[src/sv/i2cebw_pkg.sv]
package i2cebw_pkg;

  localparam logic [6:0] DEV_SEL_RESET = 7'd80;
  localparam logic       WRITE_BIT     = 1'b0;
  localparam int unsigned BITS_PER_BYTE = 8;

  // Command kinds
  localparam logic KIND_TICK  = 1'b0;
  localparam logic KIND_WRITE = 1'b1;

  // Status codes
  localparam logic [1:0] STATUS_NONE = 2'd0;
  localparam logic [1:0] STATUS_DONE = 2'd1;
  localparam logic [1:0] STATUS_NACK = 2'd2;

  // Byte slots of one transfer
  localparam logic [1:0] SLOT_DEVICE  = 2'd0;
  localparam logic [1:0] SLOT_ADDR_HI = 2'd1;
  localparam logic [1:0] SLOT_ADDR_LO = 2'd2;
  localparam logic [1:0] SLOT_DATA    = 2'd3;

  typedef enum logic [3:0] {
    PH_IDLE      = 4'd0,
    PH_START     = 4'd1,
    PH_BIT_LOW   = 4'd2,
    PH_BIT_HIGH  = 4'd3,
    PH_ACK_LOW   = 4'd4,
    PH_ACK_HIGH  = 4'd5,
    PH_STOP_LOW  = 4'd6,
    PH_STOP_HIGH = 4'd7,
    PH_STOP_END  = 4'd8
  } phase_t;

  typedef struct packed {
    phase_t      phase;
    logic [3:0]  bit_count;
    logic [1:0]  byte_index;
    logic [7:0]  shift_reg;
    logic [15:0] address_latch;
    logic [7:0]  data_latch;
    logic        scl;
    logic        sda;
    logic        failed;
  } state_t;

  typedef struct packed {
    logic       scl_level;
    logic       sda_level;
    logic       busy_res;
    logic [1:0] status;
  } result_t;

  localparam state_t STATE_RESET = '{
    phase:         PH_IDLE,
    bit_count:     4'd0,
    byte_index:    2'd0,
    shift_reg:     8'd0,
    address_latch: 16'd0,
    data_latch:    8'd0,
    scl:           1'b1,
    sda:           1'b1,
    failed:        1'b0
  };

  function automatic logic [7:0] byte_for(input logic [1:0] slot, input logic [6:0] dev_sel,
                                          input logic [15:0] addr, input logic [7:0] data);
    logic [7:0] b;
    case (slot)
      SLOT_DEVICE:  b = {dev_sel, WRITE_BIT};
      SLOT_ADDR_HI: b = addr[15:8];
      SLOT_ADDR_LO: b = addr[7:0];
      SLOT_DATA:    b = data;
      default:      b = data;
    endcase
    return b;
  endfunction

endpackage

[src/sv/i2c_eeprom_byte_write_master.sv]
// I2C master for a single EEPROM byte write, stepped one half-bit bus phase per item.
// Input channel (in_valid / in_stall): kind = 1 starts a write with mem_address and
// write_data (ignored while a write is in progress); kind = 0 is one half-bit tick
// from an external prescaler, with sda_in the sampled data line for acknowledges.
// Every accepted input transfer yields exactly one result transfer on the output
// channel (out_valid / out_stall): scl_level, sda_level, busy_res and status
// (1 = write done, 2 = aborted on NACK, reported on the tick that releases SDA).
// Configuration channel (cfg_valid / cfg_ready, always ready): cfg_data loads the
// seven-bit device select, sampled when a write command is taken; write it idle.
// Each result is registered in the output register. Throughput: one item per cycle
// while in_stall is low; the phase state update is a single pass of logic between the
// state register and the output register.
// Reset (rst, synchronous): bus lines released high, idle, device select 80,
// output empty.
// Receiver stall: the result is held in the output register and one more result
// parks in a skid register; in_stall rises only while that skid register is full.
module i2c_eeprom_byte_write_master (
  input  logic        clk,
  input  logic        rst,
  input  logic        in_valid,
  output logic        in_stall,
  input  logic        kind,
  input  logic [15:0] mem_address,
  input  logic [7:0]  write_data,
  input  logic        sda_in,
  output logic        out_valid,
  input  logic        out_stall,
  output logic        scl_level,
  output logic        sda_level,
  output logic        busy_res,
  output logic [1:0]  status,
  input  logic        cfg_valid,
  output logic        cfg_ready,
  input  logic [6:0]  cfg_data
);
  import i2cebw_pkg::*;

  state_t     st;
  state_t     st_next;
  result_t    step_res;
  result_t    out_res;
  logic [6:0] dev_sel;
  logic       in_accept;
  logic       buf_full;

  // configuration register is always writable
  assign cfg_ready = 1'b1;

  always_ff @(posedge clk) begin
    if (rst) begin
      dev_sel <= DEV_SEL_RESET;
    end else if (cfg_valid && cfg_ready) begin
      dev_sel <= cfg_data;
    end
  end

  // stall only when the skid stage holds a result
  assign in_stall  = buf_full;
  assign in_accept = in_valid && !in_stall;

  i2cebw_step u_step (
    .st          (st),
    .dev_sel     (dev_sel),
    .kind        (kind),
    .mem_address (mem_address),
    .write_data  (write_data),
    .sda_in      (sda_in),
    .st_next     (st_next),
    .res         (step_res)
  );

  // advance the bus state only on an accepted transfer
  always_ff @(posedge clk) begin
    if (rst) begin
      st <= STATE_RESET;
    end else if (in_accept) begin
      st <= st_next;
    end
  end

  i2cebw_obuf u_obuf (
    .clk       (clk),
    .rst       (rst),
    .push      (in_accept),
    .push_data (step_res),
    .full      (buf_full),
    .out_valid (out_valid),
    .out_stall (out_stall),
    .out_data  (out_res)
  );

  assign scl_level = out_res.scl_level;
  assign sda_level = out_res.sda_level;
  assign busy_res  = out_res.busy_res;
  assign status    = out_res.status;

endmodule

[src/sv/i2cebw_step.sv]
module i2cebw_step (
  input  i2cebw_pkg::state_t  st,
  input  logic [6:0]          dev_sel,
  input  logic                kind,
  input  logic [15:0]         mem_address,
  input  logic [7:0]          write_data,
  input  logic                sda_in,
  output i2cebw_pkg::state_t  st_next,
  output i2cebw_pkg::result_t res
);
  import i2cebw_pkg::*;

  logic [3:0] bit_count_inc;

  assign bit_count_inc = st.bit_count + 4'd1;

  // Next state: one half-bit phase per tick
  always_comb begin
    st_next = st;
    case (st.phase)
      PH_START: begin
        if (kind == KIND_TICK) begin
          st_next.sda   = 1'b0;
          st_next.phase = PH_BIT_LOW;
        end
      end
      PH_BIT_LOW: begin
        if (kind == KIND_TICK) begin
          st_next.scl   = 1'b0;
          st_next.sda   = st.shift_reg[7];
          st_next.phase = PH_BIT_HIGH;
        end
      end
      PH_BIT_HIGH: begin
        if (kind == KIND_TICK) begin
          st_next.scl       = 1'b1;
          st_next.shift_reg = {st.shift_reg[6:0], 1'b0};
          st_next.bit_count = bit_count_inc;
          st_next.phase     = (bit_count_inc >= 4'(BITS_PER_BYTE)) ? PH_ACK_LOW : PH_BIT_LOW;
        end
      end
      PH_ACK_LOW: begin
        if (kind == KIND_TICK) begin
          st_next.scl   = 1'b0;
          st_next.sda   = 1'b1;
          st_next.phase = PH_ACK_HIGH;
        end
      end
      PH_ACK_HIGH: begin
        if (kind == KIND_TICK) begin
          st_next.scl = 1'b1;
          if (sda_in) begin
            st_next.failed = 1'b1;
            st_next.phase  = PH_STOP_LOW;
          end else if (st.byte_index == SLOT_DATA) begin
            st_next.phase = PH_STOP_LOW;
          end else begin
            st_next.byte_index = st.byte_index + 2'd1;
            st_next.shift_reg  = byte_for(st.byte_index + 2'd1, dev_sel,
                                          st.address_latch, st.data_latch);
            st_next.bit_count  = 4'd0;
            st_next.phase      = PH_BIT_LOW;
          end
        end
      end
      PH_STOP_LOW: begin
        if (kind == KIND_TICK) begin
          st_next.scl   = 1'b0;
          st_next.sda   = 1'b0;
          st_next.phase = PH_STOP_HIGH;
        end
      end
      PH_STOP_HIGH: begin
        if (kind == KIND_TICK) begin
          st_next.scl   = 1'b1;
          st_next.phase = PH_STOP_END;
        end
      end
      PH_STOP_END: begin
        if (kind == KIND_TICK) begin
          st_next.sda   = 1'b1;
          st_next.phase = PH_IDLE;
        end
      end
      default: begin
        st_next.phase = PH_IDLE;
        if (kind == KIND_WRITE) begin
          st_next.address_latch = mem_address;
          st_next.data_latch    = write_data;
          st_next.byte_index    = SLOT_DEVICE;
          st_next.bit_count     = 4'd0;
          st_next.shift_reg     = byte_for(SLOT_DEVICE, dev_sel, mem_address, write_data);
          st_next.failed        = 1'b0;
          st_next.phase         = PH_START;
        end
      end
    endcase
  end

  // Result of this step
  always_comb begin
    res.scl_level = st_next.scl;
    res.sda_level = st_next.sda;
    res.busy_res  = (st_next.phase != PH_IDLE);
    res.status    = STATUS_NONE;
    if ((st.phase == PH_STOP_END) && (kind == KIND_TICK)) begin
      res.status = st.failed ? STATUS_NACK : STATUS_DONE;
    end
  end

endmodule

[src/sv/i2cebw_obuf.sv]
module i2cebw_obuf (
  input  logic                clk,
  input  logic                rst,
  input  logic                push,
  input  i2cebw_pkg::result_t push_data,
  output logic                full,
  output logic                out_valid,
  input  logic                out_stall,
  output i2cebw_pkg::result_t out_data
);
  import i2cebw_pkg::*;

  logic    skid_valid;
  result_t skid_data;

  assign full = skid_valid;

  always_ff @(posedge clk) begin
    if (rst) begin
      out_valid  <= 1'b0;
      skid_valid <= 1'b0;
    end else if (!out_valid || !out_stall) begin
      if (skid_valid) begin
        out_data   <= skid_data;
        out_valid  <= 1'b1;
        skid_valid <= 1'b0;
      end else begin
        out_valid <= push;
        if (push) begin
          out_data <= push_data;
        end
      end
    end else if (push) begin
      // main stage held: park the transfer
      skid_data  <= push_data;
      skid_valid <= 1'b1;
    end
  end

endmodule

[config.mk]
export PLATFORM = sky130hd
export DESIGN_NAME = i2c_eeprom_byte_write_master
export DESIGN_NICKNAME = d
export VERILOG_FILES = /design/src/sv/i2cebw_pkg.sv /design/src/sv/i2c_eeprom_byte_write_master.sv /design/src/sv/i2cebw_step.sv /design/src/sv/i2cebw_obuf.sv
export SDC_FILE = /design/constraint.sdc
export NUM_CORES = 1
export LEC_CHECK = 0
export BUFFER_PORTS_ARGS = -buffer_cell sky130_fd_sc_hd__buf_2
export CORE_ASPECT_RATIO = 1.2
export CORE_UTILIZATION = 45
export CTS_CLUSTER_SIZE = 12
export DETAILED_ROUTE_END_ITERATION = 6
export GPL_ROUTABILITY_DRIVEN = 0
export HOLD_SLACK_MARGIN = 0.1
export PLACE_DENSITY = 0.65
export RECOVER_POWER = 50
export SYNTH_ARGS = -nofsm -noshare
export SYNTH_HDL_FRONTEND = slang
export SYNTH_SLANG_ARGS = --single-unit
[constraint.sdc]
create_clock -name clk -period 2.91 [get_ports clk]
set_clock_uncertainty 0.1 [all_clocks]
set_input_delay 0.582 -clock clk [delete_from_list [all_inputs] [get_ports clk]]
set_output_delay 0.582 -clock clk [all_outputs]
set_load 0.1 [all_outputs]
Word-level counts from Yosys, hierarchy flattened
Cells that the tools add are included.

Add/sub/neg operators: 2. Order comparisons: 1. Equality and inequality tests: 18. Multiplexer cells: 37. Bitwise gates (word level): 6. Reduce and logical (&&, ||, !) cells: 22.

Operators with widths (count): 2-to-1 mux 39 bit (1); one-hot mux 4 bit (8 select lines) (1); one-hot mux 8 bit (4 select lines) (1); 2-to-1 mux 14 bit (2); 2-to-1 mux 4 bit (7); one-hot mux 8 bit (3 select lines) (1); 2-to-1 mux 18 bit (1); equality test 4 x 3 -> 1 bit (second input constant) (4); 2-to-1 mux 8 bit (2); != test 2 bit (second input constant) (6); one-hot mux 4 bit (3 select lines) (1); 2-to-1 mux 2 bit (5); 2-to-1 mux 5 bit (2); AND reduction 3 bit (3); equality test 4 x 2 -> 1 bit (second input constant) (2); OR reduction 8 bit (1); 2-to-1 mux 1 bit (7); AND reduction 7 bit (1); OR reduction 7 bit (1); equality test 2 bit (second input constant) (3); 2-to-1 mux 3 bit (2); inverter 1 bit (6); AND reduction 6 bit (1); OR reduction 6 bit (1); 20 further kinds (24).

Register bits: 64. Input port bits: 38.

Depth between registers and ports, before layout
Gate-level depths: netlist (run 1).

Depth after elaboration: 10. Gate-level depth with buffers: 9. Mapped depth without buffers: 7.

Hierarchy
From an unflattened synthesis (run 1), not the netlist that was laid out.

Cells, all modules: 452. Area total of the unflattened synthesis: 4309.1 µm².

Modules (own cells, without submodules): i2c_eeprom_byte_write_master (times used 1, cells an instance 228, area each 2497.4 µm²); i2cebw_step (times used 1, cells an instance 200, area each 1350.0 µm²); i2cebw_obuf (times used 1, cells an instance 24, area each 461.7 µm²).

Worst setup path before layout (run 1)
Ideal clock, no wire load.

Path type: register to register. From: register u_obuf.skid_valid, in the netlist u_obuf.full. To: register, netlist name st[37]. Arrival time: 2.148 ns. Path slack: 0.592 ns. Cell stages (with the launch flop): 8. Cells stage by stage: dfxtp_1 > buf_6 > and2b_2 > nand2_1 > or2_1 > buf_2 > or4_1 > a21oi_1.

Cells in the longest elaborated chain, start to end: 3.

RTL lines: from (decl) (line i2cebw_obuf.sv:13) `logic skid_valid;`; from (signal assigned) (line i2cebw_obuf.sv:21) `skid_valid <= 1'b0;`; from (signal assigned) (line i2cebw_obuf.sv:26) `skid_valid <= 1'b0;`; from (signal assigned) (line i2cebw_obuf.sv:36) `skid_valid <= 1'b1;`; zero test 1 bit (line i2c_eeprom_byte_write_master.sv:59) `assign in_accept = in_valid && !in_stall;`; logical AND 1 bit (line i2c_eeprom_byte_write_master.sv:59); AND reduction 7 bit (no line).

No other way between the ends. A chain may end at the register's enable or synchronous reset.

Worst setup path after layout (run 1)
From: register, netlist name st[42]. To: register, netlist name st[9].

Cells in the longest elaborated chain, start to end: 4.

RTL lines: equality test 4 x 1 -> 1 bit, or another cell as far along (line i2cebw_step.sv:20) `case (st.phase)`; OR reduction 8 bit (no line) *; inverter 1 bit (no line) *; AND reduction 3 bit (no line) *.

Every way passes the cells marked *; elsewhere a longest branch is shown, timed or not.

==> results of run 1 <==
[where the power goes]
group	internal, W	total (W)	switching [W]
Clock	0.000395	0.000756	0.000361
Combinational	0.000101	0.000269	0.000167
Sequential	0.000942	0.000977	0.0000348
Total	0.00144	0.00200	0.000563
[state kept, by name, summed over array words and instances, names as in the netlist]
register and count:
dev_sel 7, st 45, u_obuf.full 1, u_obuf.out_data 5, u_obuf.out_valid 1, u_obuf.skid_data 5
[layout by cell type, fill, tap and decap left out, types with 5 or more instances in the layout]
master and instances:
sky130_fd_sc_hd__mux2i_1 30, sky130_fd_sc_hd__inv_1 11, sky130_fd_sc_hd__clkbuf_1 8, sky130_fd_sc_hd__o21ai_0 10
sky130_fd_sc_hd__nor2_1 37, sky130_fd_sc_hd__a311oi_2 7, sky130_fd_sc_hd__nand2_1 21, sky130_fd_sc_hd__edfxtp_1 10
sky130_fd_sc_hd__buf_2 36, sky130_fd_sc_hd__nor3_1 12, sky130_fd_sc_hd__ha_1 5, sky130_fd_sc_hd__clkbuf_8 9
sky130_fd_sc_hd__a21oi_1 25, sky130_fd_sc_hd__a22oi_1 6, sky130_fd_sc_hd__a221oi_1 13, sky130_fd_sc_hd__nand2b_1 6
sky130_fd_sc_hd__dfxtp_1 54
[per-layer routing]
layer  share of wire (%)  wire (um)
met1                  45       3090
met4                 1.9        129
met5                   0          0
met3                 5.4        375
met2                  48       3300
[metrics by stage]
| stage | total power [W] | std cells | cell area, um2 |
|---|---|---|---|
| after CTS | 0.00202 | 455 | 3550 |
| after floorplan | 0.00121 | 334 | 3160 |
| after global placement | 0.00126 | 439 | 3360 |
| after global routing | 0.00210 | 455 | 3540 |
| final | 0.00200 | 455 | 3540 |
| after detailed placement | 0.00127 | 439 | 3360 |
[worst register-to-register path: cells and delay by family (launching register included)]
| kind | cells | cell delay [ns] |
|---|---|---|
| DFF | 1 | 0.70 |
| AOI/OAI and AO/OA | 1 | 0.35 |
| xor gates and xnor gates | 1 | 0.20 |
| muxes | 1 | 0.27 |
| and+or+nand+nor | 2 | 0.27 |
| buffers and inverters | 1 | 0.39 |
[cell families (layout without fill, tap and decap cells)]
family / count (synthesis) / count (layout) / share of synthesized area, %
other cells: 1 / 1 / 0.119
mux: 36 / 36 / 11.6
compound gates: 86 / 86 / 20.0
fa+ha+maj: 5 / 5 / 1.98
xor+xnor: 2 / 2 / 0.793
flops: 64 / 64 / 43.7
buf+inv: 41 / 75 / 6.50
simple gates: 99 / 99 / 15.2
[layout make-up]
class,count,area (um2)
Fill cell,648,3270
Multi-Input combinational cell,229,1580
Sequential cell,64,1380
Timing Repair Buffer,48,238
Clock buffer,9,124
Tap cell,87,109
Clock inverter,7,71.3
Inverter,11,41.3
[how the worst max path moves through the flow]
| stage | end | slack (ns) |
|---|---|---|
| detailed placement | st[11]$_SDFFE_PP0P_ | 0.52 |
| floorplan | st[37]$_SDFFE_PP0P_ | 0.59 |
| finish | st[9]$_SDFFE_PP0P_ | 0.48 |
| CTS | st[11]$_SDFFE_PP0P_ | 0.51 |
| global placement | st[4]$_SDFFE_PP0P_ | 0.60 |
| global route | st[9]$_SDFFE_PP0P_ | 0.25 |
==> implementation parameters, run 1 <==
Parameter                              Value

Setup path
  Launching point of the worst reg2reg path    st[42]$_SDFFE_PP0P_
  CP Cell Sequence    xnor2_2, o21a_1, nor3b_2, buf_4, mux2i_1, nor2_1
  Category of the worst setup path launch point    register
  Total buffers and inverters traversed by the critical path    1
  Worst r2r dst    st[9]$_SDFFE_PP0P_
  Data required time of the worst path    3.00 ns
  Worst path slowest cell    sky130_fd_sc_hd__dfxtp_1
  Register-to-register setup slack    about 0.48 ns
  WP data arrival    between 2 and 3 ns
  CP Depth    6
  Longest individual stage delay on the worst path    about 0.70 ns
  Largest fanout of any net on the critical path    25
  Endpoint type of the worst setup path    register
  Worst Reg2Reg Path Length in Cells    6
  Cell class contributing the biggest share of worst-path delay    flip-flops
  Critical setup path kind    register to register
  Launch point of the critical path    st[42]$_SDFFE_PP0P_

STA
  # setup viols final    0
  Post-layout worst setup margin    roughly 0.48 ns
  Rel. slew slack    22.5%
  RSZ-0062 raised after global routing    no
  Final-report max-slew violation count    0
  Actual slew at the worst max-slew pin    1.17 ns
  Final Hold Violating Endpoints    0
  Tightest hold margin    roughly 0.37 ns
  Minimum clock period    2.43 ns
  Final worst-path cycle share    83.3%
  FMAX    412 MHz
  Setup TNS    0 ns

Cells and area
  Layout overhead on the synthesized area    12.1%
  Number of nets in the finished design    just over 400
  Layout cell share with drive strength beyond 1    18.8%
  Utilization after layout    between 50% and 60%
  Number of inserted diodes    0

Placement
  Post-place setup slack    between 0.5 and 0.6 ns
  Number of buffers inserted by port buffering    44
  Sum of net half-perimeters after detailed placement    between 4 and 5 mm

Route
  Wire length per cell    roughly 15 um
  Number of detailed-routing iterations run before antenna repair    4
  DR vias    about 2500
  Number of remaining DRC errors    0
  Number of DRC markers in iteration 0    between 100 and 150
  Mean number of vias per cell    between 5 and 6
  Remaining antenna violation count after routing    0
  Detailed Route WL    around 6.9 mm

Clock network
  Number of cells upsized or downsized after cts    0
  Maximum buffer depth of the clock tree    2
  Number of buffers created by CTS    9
  H-tree Lvls    3
  Skew-Pair Late Insertion Delay    0.34 ns
  Number of hold buffers added after CTS    0
  Clock tree from TritonCTS    yes
  Sink Count    64
  Buffers inserted during post-CTS setup optimization    0
  Clock Root Buffer    sky130_fd_sc_hd__clkbuf_8
  Worst-path clk slew    around 0.070 ns

Status
  Run status    finished, final reports clean

Global route
  GR met2 Demand/Resource    33.6%
  Met3 usage in global routing    5.73%
  Global-route wire length before repair    11.5 mm
  Highest-utilization routing layer at the global route stage    met2
  Number of global-route vias before repair    2364
  Met1 routing resource usage after global routing    between 20 and 30%
  Overall routing resource usage    20.3%
  Pin count of the biggest net entering global routing    30
  Number of antenna violations at the first check in global routing    0
  Leftover overflow at the end of global routing    0

Die
  Area of the core    0.00681 mm2
  Overall die height    ~94 um
  Starting density of the core    around 46%
  Area enclosed by the die boundary    0.00736 mm2
  Die Span X    between 70 and 80 um
  Row count    33
  Ports    46

Logic synthesis
  Cell with the most instances after synthesis    sky130_fd_sc_hd__dfxtp_1
  EDFF count, synth    10
  Ranking of synthesized cells by area    sky130_fd_sc_hd__dfxtp_1 34%, sky130_fd_sc_hd__edfxtp_1 9.5%, sky130_fd_sc_hd__mux2i_1 9.5%
  Synthesis warning total    0
  Count of different cell masters after synthesis    just over 50
  Synth area leader    sky130_fd_sc_hd__dfxtp_1
  Top-area cell type share of the netlist area    approximately a third
  Average cell area after synthesis    about 9.5 um2
  Most used flip-flop cell after synthesis    sky130_fd_sc_hd__dfxtp_1
  Share of synthesized flip-flops with an asynchronous set or reset    0%
  Seq/Total Area, Yosys    43.7%
  Flip-flop and latch count after synthesis    64
  Syn Std Cell Area    roughly 0.0032 mm2
  Syn nets    roughly 380
  Count of mapped cells out of synthesis    334
  Most common library cells after synthesis    54 x sky130_fd_sc_hd__dfxtp_1, 37 x sky130_fd_sc_hd__nor2_1, 30 x sky130_fd_sc_hd__mux2i_1

Power and ir drop
  Total leakage power    ~1.3 nW
  Maximum resistive drop on vdd    between 0.0003 and 0.0004 V
  Power density over the cells    ~570 mW/mm2

Worst hold path
  Worst hold path endpoint    dev_sel[4]$_SDFFE_PP1P_
  Hold-critical path depth    3
  Startpoint of the tightest hold check path    cfg_data[4]
  Class of the tightest hold or removal check    primary input to register

Run
  Max-cap check violation count    0
Note: power is estimated with default switching activity, not from simulation.
==> inputs of run 2 (changes only) <==
- PLACE_DENSITY: 0.65 -> 0.68
- clock period: 2.91 -> 2.1 ns (I/O delays scaled with it)
==> implementation parameters, run 2 (synthesis results as in run 1) <==
Parameter                              Value

Status
  Run status    finished, final reports clean

Die
  Row count    33
  Ports    between 40 and 50
  Starting density of the core    46.4%
  Area of the core    0.00681 mm2
  Overall die height    93.8 um
  Area enclosed by the die boundary    about 0.0074 mm2
  Die Span X    roughly 78 um

STA
  Rel. slew slack    about half
  Final-report max-slew violation count    0
  Actual slew at the worst max-slew pin    between 0.7 and 0.8 ns
  FMAX    504 MHz
  Final Hold Violating Endpoints    0
  Setup TNS    0 ns
  # setup viols final    0
  Final worst-path cycle share    ~95%
  RSZ-0062 raised after global routing    no
  Minimum clock period    1.99 ns

Setup path
  Category of the worst setup path launch point    register
  Longest individual stage delay on the worst path    between 0.3 and 0.4 ns
  Critical setup path kind    register to register
  Cell class contributing the biggest share of worst-path delay    compound AO/OA/AOI/OAI gates
  Total buffers and inverters traversed by the critical path    2
  Data required time of the worst path    about 2.3 ns
  Register-to-register setup slack    ~0.11 ns
  Launching point of the worst reg2reg path    st[35]$_SDFFE_PP0P_
  Worst r2r dst    st[32]$_SDFFE_PP0P_
  Endpoint type of the worst setup path    register
  Worst path slowest cell    sky130_fd_sc_hd__dfxtp_1
  WP data arrival    between 2 and 2.5 ns
  Largest fanout of any net on the critical path    13
  CP Cell Sequence    buf_4, ha_1, o21bai_1, o21a_1, buf_12, a21oi_1, a311oi_2
  Worst Reg2Reg Path Length in Cells    7

Worst hold path
  Startpoint of the tightest hold check path    cfg_data[4]
  Worst hold path endpoint    dev_sel[4]$_SDFFE_PP1P_
  Class of the tightest hold or removal check    primary input to register
  Hold-critical path depth    3

Global route
  Number of antenna violations at the first check in global routing    0
  Overall routing resource usage    between 20 and 25%
  Leftover overflow at the end of global routing    0
  Number of global-route vias before repair    around 2600
  Pin count of the biggest net entering global routing    26
  Global-route wire length before repair    ~12 mm

Cells and area
  Number of fillers in the final layout    660
  Layout cell share with drive strength beyond 1    ~26%
  Largest register FFs    45
  Most common library cell in the layout ignoring fill and taps    sky130_fd_sc_hd__dfxtp_1
  Non-Filler Instances    480
  Number of inserted diodes    0
  Registers with the most flip-flops    st: 45 flops, dev_sel: 7 flops
  Top register by number of flip-flops    st
  Area taken by flip-flops and latches    approximately 0.0014 mm2
  Layout overhead on the synthesized area    18.7%
  Multi-input logic area    roughly 0.0016 mm2
  Most frequent cells in the layout    50 x sky130_fd_sc_hd__dfxtp_1, 37 x sky130_fd_sc_hd__nor2_1, 36 x sky130_fd_sc_hd__buf_2
  Number of nets in the finished design    between 400 and 500

Placement
  Number of instances in the placed design    ~460
  Number of buffers inserted by port buffering    44
  Sum of net half-perimeters after detailed placement    between 5 and 6 mm

Clock network
  Worst-path clk slew    0.07 ns
  Clock Root Buffer    sky130_fd_sc_hd__clkbuf_8
  Clock tree from TritonCTS    yes
  Number of buffers created by CTS    9
  Maximum buffer depth of the clock tree    2
  Skew-Pair Late Insertion Delay    between 0.3 and 0.4 ns
  Sink Count    between 60 and 70
  H-tree Lvls    3

Route
  Number of remaining DRC errors    0
  Remaining antenna violation count after routing    0
  Mean number of vias per cell    5.50
  DR vias    2638
  Detailed Route WL    7.46 mm
  Wire length per cell    15.5 um
  Number of DRC markers in iteration 0    approximately 110
  Number of detailed-routing iterations run before antenna repair    4

Power and ir drop
  Sum of internal, switching and leakage power    about 0.0027 W
  Total leakage power    approximately 1.4 nW
  Maximum resistive drop on vdd    0.000504 V
  Power density over the cells    around 730 mW/mm2

Run
  Max-cap check violation count    0
[run 2: report_power, final]
group / internal (W) / total [W] / switching (W) / leakage (nW)
combinational: 0.000176 / 0.000425 / 0.000249 / 0.801
sequential: 0.00131 / 0.00135 / 0.0000452 / 0.535
clock: 0.000427 / 0.000951 / 0.000524 / 0.0870
total: 0.00191 / 0.00273 / 0.000818 / 1.42
[run 2: cell type report]
class	instances	area share (%)
clock buffers	9	3.30
multi-input cells	229	42.3
clock inverters	7	1.27
inverters	11	1.10
well taps	87	2.90
flip-flops and latches	64	37.0
repair buffers	73	12.1
[run 2: worst max path at each step]
stage	from	end	slack (ns)	depth (start not counted)
floorplan	u_obuf.full$_SDFFE_PP0P_	st[37]$_SDFFE_PP0P_	0.02	7
global placement	st[43]$_SDFFE_PP0P_	st[8]$_SDFFE_PP0P_	0.13	7
detailed placement	st[42]$_SDFFE_PP0P_	st[37]$_SDFFE_PP0P_	0.09	5
CTS	st[43]$_SDFFE_PP0P_	st[17]$_SDFFE_PP0P_	0.08	7
global route	st[35]$_SDFFE_PP0P_	st[28]$_SDFFE_PP0P_	0.007	7
finish	st[35]$_SDFFE_PP0P_	st[32]$_SDFFE_PP0P_	0.11	7
[run 2: routing by layer]
layer / up-vias / GRT usage (%) / share of wire [%]
li1: 1328 / - / -
met5: - / 0 / 0
met4: 0 / 11.4 / 1.9
met2: 53 / 39.1 / 52
met1: 1247 / 25.5 / 44
met3: 10 / 3.79 / 2.5
[run 2: metrics by stage]
stage	hold WS, ns	setup slack [ns]	area, um2	util, %
3_5_place_dp	0.365	0.0947	3580	52.6
5_1_grt	0.207	0.00678	3750	55.0
3_3_place_gp	0.353	0.125	3580	52.6
6_report	0.198	0.114	3750	55.0
4_1_cts	0.185	0.0759	3760	55.1
2_1_floorplan	0.336	0.0188	3160	-
[run 2: worst min-delay path: stages]
cell and delay, ns:
sky130_fd_sc_hd__buf_2 0.08, sky130_fd_sc_hd__nand2_1 0.04, sky130_fd_sc_hd__o211ai_1 0.07
[run 2: timing repair]
action,CTS,global route
buffers inserted,0,0
hold buffers,0,0
setup endpoints to repair,0,38
gates resized for setup,0,5
==> inputs of run 3 (changes only) <==
- ABC_AREA: default -> 1
- PLACE_DENSITY: 0.68 -> 0.67
==> implementation parameters, run 3 <==
Parameter                              Value

Status
  Run status    finished, final reports clean

Global route
  Number of antenna violations at the first check in global routing    0
  Overall routing resource usage    21.5%
  Number of global-route vias before repair    just under 3000
  Pin count of the biggest net entering global routing    43
  Global-route wire length before repair    13.2 mm
  Leftover overflow at the end of global routing    0

Clock network
  Number of buffers created by CTS    9
  Worst-path clk slew    around 0.070 ns
  Skew-Pair Late Insertion Delay    ~0.35 ns
  H-tree Lvls    3
  Number of hold buffers added after CTS    0
  Clock tree from TritonCTS    yes
  Clock Root Buffer    sky130_fd_sc_hd__clkbuf_8
  Maximum buffer depth of the clock tree    2
  Sink Count    64

Worst hold path
  Startpoint of the tightest hold check path    cfg_data[6]
  Class of the tightest hold or removal check    primary input to register

Die
  Die Span X    around 82 um
  Overall die height    98.0 um
  Ports    between 40 and 50
  Area enclosed by the die boundary    0.00803 mm2
  Row count    34
  Area of the core    0.00736 mm2
  Starting density of the core    roughly 47%

Logic synthesis
  Most used flip-flop cell after synthesis    sky130_fd_sc_hd__dfxtp_1
  Flip-flop and latch count after synthesis    64
  Synth area leader    sky130_fd_sc_hd__dfxtp_1
  Average cell area after synthesis    a little over 7 um2
  Cell with the most instances after synthesis    sky130_fd_sc_hd__nand2_1
  Syn nets    roughly 530
  Synthesis warning total    0
  Count of mapped cells out of synthesis    slightly below 500
  Ranking of synthesized cells by area    sky130_fd_sc_hd__dfxtp_1 31%, sky130_fd_sc_hd__nand2_1 12%, sky130_fd_sc_hd__edfxtp_1 8.7%
  Count of different cell masters after synthesis    33
  Top-area cell type share of the netlist area    a little under a third
  Most common library cells after synthesis    110 x sky130_fd_sc_hd__nand2_1, 72 x sky130_fd_sc_hd__nor2_1, 54 x sky130_fd_sc_hd__dfxtp_1
  EDFF count, synth    10
  Seq/Total Area, Yosys    about two fifths
  Syn Std Cell Area    between 0.003 and 0.004 mm2
  Share of synthesized flip-flops with an asynchronous set or reset    0%

STA
  FMAX    ~530 MHz
  Minimum clock period    1.88 ns
  Rel. slew slack    a little under 50%
  Final worst-path cycle share    between 80% and 90%
  # setup viols final    0
  RSZ-0062 raised after global routing    no
  Actual slew at the worst max-slew pin    around 0.77 ns
  Setup TNS    0 ns
  Final Hold Violating Endpoints    0
  Final-report max-slew violation count    0

Route
  Number of detailed-routing iterations run before antenna repair    4
  Remaining antenna violation count after routing    0
  Wire length per cell    12.5 um
  Detailed Route WL    around 7.7 mm
  Number of remaining DRC errors    0
  Mean number of vias per cell    just under 5
  Number of DRC markers in iteration 0    around 130
  DR vias    3074

Power and ir drop
  Maximum resistive drop on vdd    0.000423 V
  Sum of internal, switching and leakage power    0.00294 W
  Power density over the cells    764 mW/mm2
  Total leakage power    1.72 nW

Cells and area
  Most frequent cells in the layout    111 x sky130_fd_sc_hd__nand2_1, 73 x sky130_fd_sc_hd__nor2_1, 53 x sky130_fd_sc_hd__dfxtp_1
  Most common library cell in the layout ignoring fill and taps    sky130_fd_sc_hd__nand2_1
  Layout cell share with drive strength beyond 1    25.4%
  Layout overhead on the synthesized area    11.5%
  Number of inserted diodes    0
  Top register by number of flip-flops    st
  Registers with the most flip-flops    st: 45 flops, dev_sel: 7 flops
  Largest register FFs    45
  Number of nets in the finished design    about 570
  Utilization after layout    a little over half
  Non-Filler Instances    between 600 and 700

Setup path
  Worst path slowest cell    sky130_fd_sc_hd__dfxtp_1
  Longest individual stage delay on the worst path    about 0.34 ns
  WP data arrival    roughly 1.9 ns
  Endpoint type of the worst setup path    register
  Category of the worst setup path launch point    register
  Critical setup path kind    register to register
  Data required time of the worst path    2.10 ns
  Largest fanout of any net on the critical path    8
  Cell class contributing the biggest share of worst-path delay    simple AND/OR/NAND/NOR gates
  Cell occurring most often along the worst timing path    sky130_fd_sc_hd__nand2_1
  Launching point of the worst reg2reg path    st[35]$_SDFFE_PP0P_
  CP Cell Sequence    ha_1, clkinv_1, nand3_1, nand2_1, nand3_1, nor2_1, nand2_1, o21ai_0, nand2_1
  Total buffers and inverters traversed by the critical path    1
  Launch point of the critical path    st[35]$_SDFFE_PP0P_

Placement
  Number of buffers inserted by port buffering    44
  Number of instances in the placed design    approximately 600
  Sum of net half-perimeters after detailed placement    about 5.6 mm

Run
  Max-cap check violation count    0
==> run 3: worst paths after layout <==
path	endpoint	slack [ns]	cells after the start
max reg2reg	u_obuf.out_data[2]$_DFFE_PP_	0.22	9
min reg2reg	u_obuf.full$_SDFFE_PP0P_	0.37	2
max	u_obuf.out_data[2]$_DFFE_PP_	0.22	9
min	dev_sel[6]$_SDFFE_PP1P_	0.19	3
==> run 3: area by class of cell <==
type                            count  area [um2]
Multi-Input combinational cell    362        1790
Sequential cell                    64        1380
Tap cell                           90         113
Timing Repair Buffer               51         262
Fill cell                         751        3510
Clock buffer                        9         124
Inverter                           35         134
Clock inverter                      7        47.5
==> run 3: power breakdown <==
group | total [W] | switching [W] | leakage (nW) | internal, W
Clock | 0.000936 | 0.000511 | 0.0753 | 0.000425
Sequential | 0.00141 | 0.0000674 | 0.535 | 0.00135
Combinational | 0.000592 | 0.000402 | 1.11 | 0.000189
==> run 3: per-layer routing <==
metal / wire length (um) / vias up / GRT usage (%)
met3: 335 / 16 / 4.86
li1: - / 1627 / -
met2: 3820 / 78 / 35.9
met5: 0 / - / 0
met1: 3380 / 1353 / 25.6
met4: 204 / 0 / 9.72
==> run 3: kinds of logic (layout without fill, tap and decap cells) <==
family,count (synthesis),after routing,synth area share (%)
compound gates,78,78,11.4
fa+ha+maj,5,5,1.81
buf+inv,56,102,8.08
flops,64,64,40.0
other cells,1,1,0.109
simple gates,278,278,38.6
==> run 3: worst register-to-register path: cells and delay by family, from the launching register on <==
family | cells | cell delay [ns]
AND/OR/NAND/NOR | 6 | 0.64
flip-flops | 1 | 0.34
adder cells (fa/ha/maj) | 1 | 0.31
AO/OA/AOI/OAI | 1 | 0.14
buffers and inverters | 1 | 0.10
==> run 3: stage by stage <==
stage | instance area, um2 | hold WS [ns] | worst slack, ns
floorplan | 3460 | 0.341 | 0.164
global placement | 3700 | 0.338 | 0.215
detailed placement | 3700 | 0.352 | 0.177
CTS | 3870 | 0.180 | 0.148
global route | 3850 | 0.187 | 0.0467
finish | 3850 | 0.193 | 0.221
==> run 3: timing repair <==
action                                  4_1_cts  5_1_grt
resized for setup                             0        1
buffers inserted                              0        0
endpoints found under the setup margin        0        9
